### src/hdl/sorted_priority_queue_core_macros.svh
// Assertion macros used by the sorted priority queue controller.
`ifndef SORTED_PRIORITY_QUEUE_CORE_MACROS_SVH
`define SORTED_PRIORITY_QUEUE_CORE_MACROS_SVH

// Same-cycle implication, sampled on clk_i, off while rst_ni is low.
`define SPQ_ASSERT_IMP(lbl, ante, cons, msg) \
  lbl: assert property (@(posedge clk_i) disable iff (!rst_ni) (ante) |-> (cons)) \
    else $error(msg);

// Next-cycle implication, sampled on clk_i, off while rst_ni is low.
`define SPQ_ASSERT_NXT(lbl, ante, cons, msg) \
  lbl: assert property (@(posedge clk_i) disable iff (!rst_ni) (ante) |=> (cons)) \
    else $error(msg);

`endif

### src/hdl/spq_pkg.sv
// Types and constants of the sorted priority queue.
package spq_pkg;

  localparam int unsigned DEPTH = 256;
  localparam int unsigned KEY_W = 32;
  localparam int unsigned PAY_W = 32;
  localparam int unsigned IDX_W = $clog2(DEPTH);
  localparam int unsigned CNT_W = $clog2(DEPTH + 1);

  typedef enum logic [1:0] {
    MODE_PUSH = 2'd0,
    MODE_POP  = 2'd1,
    MODE_PEEK = 2'd2,
    MODE_NOP  = 2'd3
  } mode_e;

  typedef enum logic [1:0] {
    ST_OK    = 2'd0,
    ST_FULL  = 2'd1,
    ST_EMPTY = 2'd2
  } status_e;

  typedef struct packed {
    logic [1:0]       mode;
    logic [KEY_W-1:0] key;
    logic [PAY_W-1:0] payload;
  } req_t;

  typedef struct packed {
    logic [1:0]       status;
    logic [KEY_W-1:0] out_key;
    logic [PAY_W-1:0] out_payload;
    logic             is_empty;
    logic [CNT_W-1:0] entry_count;
  } rsp_t;

  typedef struct packed {
    logic [KEY_W-1:0] key;
    logic [PAY_W-1:0] payload;
  } entry_t;

  typedef struct packed {
    logic             we;
    logic [IDX_W-1:0] waddr;
    entry_t           wdata;
    logic [IDX_W-1:0] raddr;
  } mem_req_t;

endpackage

### src/hdl/spq_ctrl.sv
// Sequencer: ring-buffer pointers, insertion shift and head read.
`include "sorted_priority_queue_core_macros.svh"

module spq_ctrl (
  input  logic              clk_i,
  input  logic              rst_ni,
  input  logic              start,
  output logic              busy,
  input  spq_pkg::req_t     req_i,
  output spq_pkg::mem_req_t mem_o,
  input  spq_pkg::entry_t   rdata_i,
  output logic              rsp_vld_o,
  output spq_pkg::rsp_t     rsp_o
);

  localparam int unsigned IdxW = spq_pkg::IDX_W;
  localparam int unsigned CntW = spq_pkg::CNT_W;
  localparam int unsigned SumW = spq_pkg::CNT_W + 1;

  typedef enum logic [3:0] {
    S_IDLE  = 4'b0001,
    S_HEAD  = 4'b0010,
    S_SHIFT = 4'b0100,
    S_INS   = 4'b1000
  } state_e;

  function automatic logic [IdxW-1:0] idx_prev(input logic [IdxW-1:0] i);
    return (i == '0) ? IdxW'(spq_pkg::DEPTH - 1) : i - 1'b1;
  endfunction

  function automatic logic [IdxW-1:0] idx_next(input logic [IdxW-1:0] i);
    return (i == IdxW'(spq_pkg::DEPTH - 1)) ? '0 : i + 1'b1;
  endfunction

  function automatic logic [IdxW-1:0] idx_add(input logic [IdxW-1:0] i,
                                              input logic [CntW-1:0] n);
    logic [SumW-1:0] s;
    s = SumW'(i) + SumW'(n);
    if (s >= SumW'(spq_pkg::DEPTH)) begin
      s = s - SumW'(spq_pkg::DEPTH);
    end
    return s[IdxW-1:0];
  endfunction

  state_e            state_q, state_d;
  logic [IdxW-1:0]   head_q, head_d;
  logic [CntW-1:0]   count_q, count_d;
  logic [IdxW-1:0]   pos_q, pos_d;
  logic [CntW-1:0]   rem_q, rem_d;
  logic              pop_q, pop_d;
  spq_pkg::entry_t   ent_q, ent_d;
  logic [IdxW-1:0]   tail;

  assign busy = (state_q != S_IDLE);
  assign tail = idx_add(head_q, count_q);

  always_comb begin
    state_d   = state_q;
    head_d    = head_q;
    count_d   = count_q;
    pos_d     = pos_q;
    rem_d     = rem_q;
    pop_d     = pop_q;
    ent_d     = ent_q;
    mem_o.we    = 1'b0;
    mem_o.waddr = pos_q;
    mem_o.wdata = ent_q;
    mem_o.raddr = head_q;
    rsp_vld_o          = 1'b0;
    rsp_o.status       = spq_pkg::ST_OK;
    rsp_o.out_key      = '0;
    rsp_o.out_payload  = '0;

    case (state_q)
      S_IDLE: begin
        if (start) begin
          ent_d.key     = req_i.key;
          ent_d.payload = req_i.payload;
          case (req_i.mode)
            spq_pkg::MODE_PUSH: begin
              if (count_q == CntW'(spq_pkg::DEPTH)) begin
                rsp_vld_o    = 1'b1;
                rsp_o.status = spq_pkg::ST_FULL;
              end else if (count_q == '0) begin
                mem_o.we            = 1'b1;
                mem_o.waddr         = head_q;
                mem_o.wdata.key     = req_i.key;
                mem_o.wdata.payload = req_i.payload;
                count_d   = count_q + 1'b1;
                rsp_vld_o = 1'b1;
              end else begin
                // walk down from the tail, one compare per cycle
                pos_d       = tail;
                mem_o.raddr = idx_prev(tail);
                rem_d       = count_q;
                state_d     = S_SHIFT;
              end
            end
            spq_pkg::MODE_POP, spq_pkg::MODE_PEEK: begin
              if (count_q == '0) begin
                rsp_vld_o    = 1'b1;
                rsp_o.status = spq_pkg::ST_EMPTY;
              end else begin
                mem_o.raddr = head_q;
                pop_d       = (req_i.mode == spq_pkg::MODE_POP);
                state_d     = S_HEAD;
              end
            end
            default: begin
              rsp_vld_o = 1'b1;
            end
          endcase
        end
      end
      S_HEAD: begin
        rsp_vld_o         = 1'b1;
        rsp_o.out_key     = rdata_i.key;
        rsp_o.out_payload = rdata_i.payload;
        if (pop_q) begin
          head_d  = idx_next(head_q);
          count_d = count_q - 1'b1;
        end
        state_d = S_IDLE;
      end
      S_SHIFT: begin
        mem_o.we = 1'b1;
        if (rdata_i.key > ent_q.key) begin
          // move the larger entry up one slot, fetch the next one down
          mem_o.wdata = rdata_i;
          pos_d       = idx_prev(pos_q);
          rem_d       = rem_q - 1'b1;
          mem_o.raddr = idx_prev(idx_prev(pos_q));
          if (rem_q == CntW'(1)) begin
            state_d = S_INS;
          end
        end else begin
          count_d   = count_q + 1'b1;
          rsp_vld_o = 1'b1;
          state_d   = S_IDLE;
        end
      end
      S_INS: begin
        mem_o.we  = 1'b1;
        count_d   = count_q + 1'b1;
        rsp_vld_o = 1'b1;
        state_d   = S_IDLE;
      end
      default: begin
        state_d = S_IDLE;
      end
    endcase

    rsp_o.is_empty    = (count_d == '0);
    rsp_o.entry_count = count_d;
  end

  always_ff @(posedge clk_i or negedge rst_ni) begin
    if (!rst_ni) begin
      state_q <= S_IDLE;
      head_q  <= '0;
      count_q <= '0;
      pos_q   <= '0;
      rem_q   <= '0;
      pop_q   <= 1'b0;
    end else begin
      state_q <= state_d;
      head_q  <= head_d;
      count_q <= count_d;
      pos_q   <= pos_d;
      rem_q   <= rem_d;
      pop_q   <= pop_d;
    end
  end

  always_ff @(posedge clk_i) begin
    ent_q <= ent_d;
  end

  `SPQ_ASSERT_IMP(a_count_bound, 1'b1, count_q <= CntW'(spq_pkg::DEPTH),
                  "entry count above depth")
  `SPQ_ASSERT_IMP(a_shift_rem, state_q == S_SHIFT, rem_q != '0,
                  "insertion walk with no entries left")
  `SPQ_ASSERT_IMP(a_rsp_ends, rsp_vld_o, state_d == S_IDLE,
                  "result issued while transaction continues")
  `SPQ_ASSERT_NXT(a_pop_dec, state_q == S_HEAD && pop_q,
                  count_q == $past(count_q) - 1'b1, "pop did not drop the count")

endmodule

### config.mk
export PLATFORM = sky130hd
export DESIGN_NAME = spq_ctrl
export DESIGN_NICKNAME = d
export VERILOG_FILES = /design/src/hdl/spq_pkg.sv /design/src/hdl/spq_ctrl.sv
export VERILOG_INCLUDE_DIRS = /design/src /design/src/hdl
export SDC_FILE = /design/constraint.sdc
export NUM_CORES = 1
export LEC_CHECK = 0
export BUFFER_PORTS_ARGS = -buffer_cell sky130_fd_sc_hd__buf_2
export CAP_MARGIN = 20
export CORE_MARGIN = 10
export CORE_UTILIZATION = 50
export DETAILED_ROUTE_END_ITERATION = 16
export GPL_ROUTABILITY_DRIVEN = 0
export PLACE_DENSITY = 0.89
export SLEW_MARGIN = 20
export SYNTH_ARGS = -nofsm -noshare
export SYNTH_HDL_FRONTEND = slang
export SYNTH_SLANG_ARGS = --single-unit
### constraint.sdc
create_clock -name clk_i -period 3.4 [get_ports clk_i]
set_input_delay 0.17 -clock clk_i [delete_from_list [all_inputs] [get_ports clk_i]]
set_output_delay 0.17 -clock clk_i [all_outputs]
set_load 0.02 [all_outputs]
==> insert_results.sql <==
INSERT INTO impl_metrics (metric_group, metric, value, unit) VALUES
('worst_setup_path', 'reg2reg_slack', '280', 'ps'),
('finish', 'design.final.nets', '1476', ''),
('route', 'initial_detailed_routing_violation_count', '1359', ''),
('power_and_ir_drop', 'p_switching', '4.15', 'mW'),
('grt', 'grt_antenna_before_repair', '3', ''),
('synthesis', 'synth_ff_type', 'sky130_fd_sc_hd__edfxtp_1', ''),
('sta', 'setup_slack', '-521', 'ps'),
('route', 'drt.antenna.violating_nets', '0', ''),
('power_and_ir_drop', 'cell_leakage_power', '5.56', 'nW'),
('worst_setup_path', 'crit_required', '3230', 'ps'),
('clock_network', 'cts.reportedPaths.clkPinSlew', '80', 'ps'),
('worst_setup_path', 'critPathArrivalTime', '3750', 'ps'),
('placed_design', 'place_inst', '1425', ''),
('min_path', 'worst_hold_class', 'in2reg', ''),
('worst_setup_path', 'timing.critical_path.mode_cell', 'sky130_fd_sc_hd__buf_4', ''),
('sta', 'setup_tns', '-9400', 'ps'),
('worst_setup_path', 'crit_chain', 'inv_2 > ha_4 > nand4_1 > nor3_1 > a221oi_2 > buf_4 > a21oi_4 > buf_4 > nor2_1 > a311oi_1 > a41oi_1 > or4_4 > nor4b_4 > buf_4', ''),
('synthesis', 'mappedNetlistNets', '1115', ''),
('sta', 'final-max-slew-violation-count', '0', ''),
('sta', 'rsz0062_at_grt', 'true', ''),
('clock_network', 'cts_root_buf', 'sky130_fd_sc_hd__clkbuf_16', ''),
('route', 'firstDrtPassIters', '6', ''),
('power_and_ir_drop', 'pwr-share-comb', '63.0', '%'),
('finish', 'finalNonFillerCells', '1509', ''),
('power_and_ir_drop', 'p_sw_share', '47.2', '%'),
('finish', 'num-fill-cells', '936', ''),
('clock_network', 'clk_path_buf_depth', '2', ''),
('clock_network', 'clock_sinks', '103', ''),
('die', 'io_pins', '292', ''),
('sta', 'finalHoldViolations', '0', ''),
('worst_setup_path', 'crit-reg2reg-launch', 'ent_q[59]$_DFFE_PP_', ''),
('finish', 'post_route_cells_drive_above_1_share', '37.9', '%'),
('clock_network', 'cts_buffers', '9', ''),
('clock_network', 'htree_num_levels', '3', ''),
('die', 'core', '15300', 'sq um'),
('worst_setup_path', 'critical_path_peak_fanout', '3', ''),
('worst_setup_path', 'critical-path-top-delay-family', 'simple AND/OR/NAND/NOR gates', ''),
('synthesis', 'synthesis.area', '7840', 'sq um'),
('finish', 'area_occupied_by_multi_input_gates', '4920', 'sq um'),
('synthesis', 'postSynthRegisterBits', '103', ''),
('min_path', 'holdCritStartpoint', 'req_i[53]', ''),
('worst_setup_path', 'worst_setup_path_start_kind', 'flip-flop', ''),
('power_and_ir_drop', 'power_frac_clock', '13.2', '%'),
('worst_setup_path', 'critPathMaxStageDelay', '490', 'ps'),
('die', 'die_h', '145', 'um'),
('route', 'drt-vias-per-instance', '6.34', ''),
('grt', 'first_global_vias', '8819', ''),
('clock_network', 'cts_tree', 'done', ''),
('status', 'violated_checks', 'setup timing', ''),
('synthesis', 'synth_sequential_area_ratio', '37.0', '%'),
('sta', 'fin_worst_skew', '16.9', 'ps'),
('worst_setup_path', 'criticalPathCategory', 'reg2out', ''),
('synthesis', 'synth-edff-count', '64', ''),
('status', 'outcome', 'finished, violations left', ''),
('synthesis', 'synth_async_sr_flop_share', '37.9', '%'),
('route', 'detail_route.wl_per_cell', '23.9', 'um'),
('worst_setup_path', 'timing.critical_path.to_type', 'primary output', ''),
('min_path', 'hold_path_end', 'ent_q[53]$_DFFE_PP_', ''),
('sta', 'relSlewSlack', '38.4', '%'),
('placed_design', 'place_hpwl', '22000', 'um'),
('finish', 'register_area', '2900', 'sq um'),
('sta', 'max_slew.worst_pin.slew', '925', 'ps'),
('worst_setup_path', 'cp.buffers_inverters', '4', ''),
('grt', 'grt_pass1_wl', '46900', 'um'),
('die', 'std_cell_rows', '45', ''),
('sta', 'period_needed', '3920', 'ps'),
('power_and_ir_drop', 'internal-power', '4.63', 'mW'),
('synthesis', 'synth_top_area_share', '24.5', '%'),
('sta', 'timing.final.setup_violations', '74', ''),
('power_and_ir_drop', 'power.share.sequential', '23.8', '%'),
('synthesis', 'synth_cell_type_count', '76', '');
[power groups by stage]
stage | sequential [mW] | clock (mW) | combinational, mW
after floorplan | 1.95 | 0 | 2.94
after global placement | 2.05 | 0 | 4.20
after detailed placement | 2.06 | 0 | 4.29
after CTS | 2.04 | 1.15 | 4.56
after global routing | 2.12 | 1.21 | 5.86
final | 2.09 | 1.16 | 5.53
[synthesized netlist by cell type (all sizes together), types with 4 or more instances]
master / instances
xor2: 9
a211o: 5
nor3: 15
o31ai: 4
nor2: 39
nand2b: 5
dfrtp: 38
and2: 68
nand2: 197
nand3: 14
o21bai: 4
ha: 53
o21a: 5
or3: 7
clkbuf: 48
a21oi: 51
xnor2: 17
a22oi: 70
inv: 51
edfxtp: 64
mux2i: 4
nand4: 15
nor4: 9
a21o: 4
buf: 5
nor4b: 5
o21ai: 62
a31oi: 11
[worst max path at each step]
stage	slack, ps	depth (start not counted)	endpoint
global route	-570	7	rsp_o[9]
detailed placement	-110	13	rsp_o[9]
finish	-520	14	rsp_o[9]
global placement	-10	13	rsp_o[9]
CTS	-360	13	rsp_o[9]
floorplan	130	11	rsp_o[9]
[placed cells by master (no fill, tap or decap), drive strengths merged, types with 17 or more instances in the layout]
| cell | n |
|---|---|
| inv | 52 |
| nor2 | 39 |
| o21ai | 62 |
| edfxtp | 64 |
| dfrtp | 38 |
| a22oi | 70 |
| nand2 | 197 |
| and2 | 68 |
| buf | 369 |
| dlygate4sd3 | 29 |
| a21oi | 51 |
| ha | 53 |
| xnor2 | 17 |
[flip-flops by register name (all words and copies together) (netlist names)]
| name | count |
|---|---|
| pop_q | 1 |
| ent_q | 64 |
| rem_q | 9 |
| state_q | 4 |
| count_q | 9 |
| head_q | 8 |
| pos_q | 8 |
[cell type report]
type / instances / area share [%]
Timing Repair Buffer: 403 / 25.5
Clock buffer: 9 / 1.95
Tap cell: 211 / 2.28
Inverter: 51 / 1.65
Multi-Input combinational cell: 721 / 42.6
Clock inverter: 7 / 0.833
Antenna cell: 4 / 0.0865
Sequential cell: 103 / 25.1
[layer usage]
metal  share of wire, %  wire length [um]  global-route usage (%)
met1                 34             12400                    30.8
met4                6.6              2380                    12.1
met2                 48             17300                    46.5
met5                  0                 0                       0
met3                 11              3960                    6.52
[repair_timing]
| action | 4_1_cts | 5_1_grt |
|---|---|---|
| resized for setup | 22 | 198 |
| endpoints found under the setup margin | 74 | 80 |
| hold buffers | 27 | 2 |
| buffers inserted | 5 | 26 |
| hold endpoints to repair | 64 | 2 |
| cloned | 0 | 8 |
| pin swaps | 12 | 26 |
[metrics by stage]
step / cell area (sq um) / hold slack [ps] / total power [mW] / setup slack, ps
final: 11600 / 0.924 / 8.78 / -521
after global routing: 11600 / -4.18 / 9.19 / -567
after CTS: 10500 / 0.0605 / 7.76 / -363
after detailed placement: 9750 / 349 / 6.36 / -107
after global placement: 9750 / 338 / 6.24 / -13.7
after floorplan: 7840 / -126 / 4.89 / 128
[cell families (layout without fill, tap and decap cells)]
| logic type | Yosys count | in the layout | synth area share, % |
|---|---|---|---|
| DFF | 103 | 103 | 37.0 |
| adders and majority gates | 54 | 54 | 8.71 |
| AOI/OAI and AO/OA | 242 | 242 | 20.3 |
| other | 0 | 4 | 0 |
| xor gates and xnor gates | 26 | 26 | 2.90 |
| and+or+nand+nor | 392 | 392 | 24.5 |
| muxes | 7 | 7 | 0.942 |
| buffers and inverters | 104 | 470 | 5.67 |
Power figures use the tool's default switching activity.
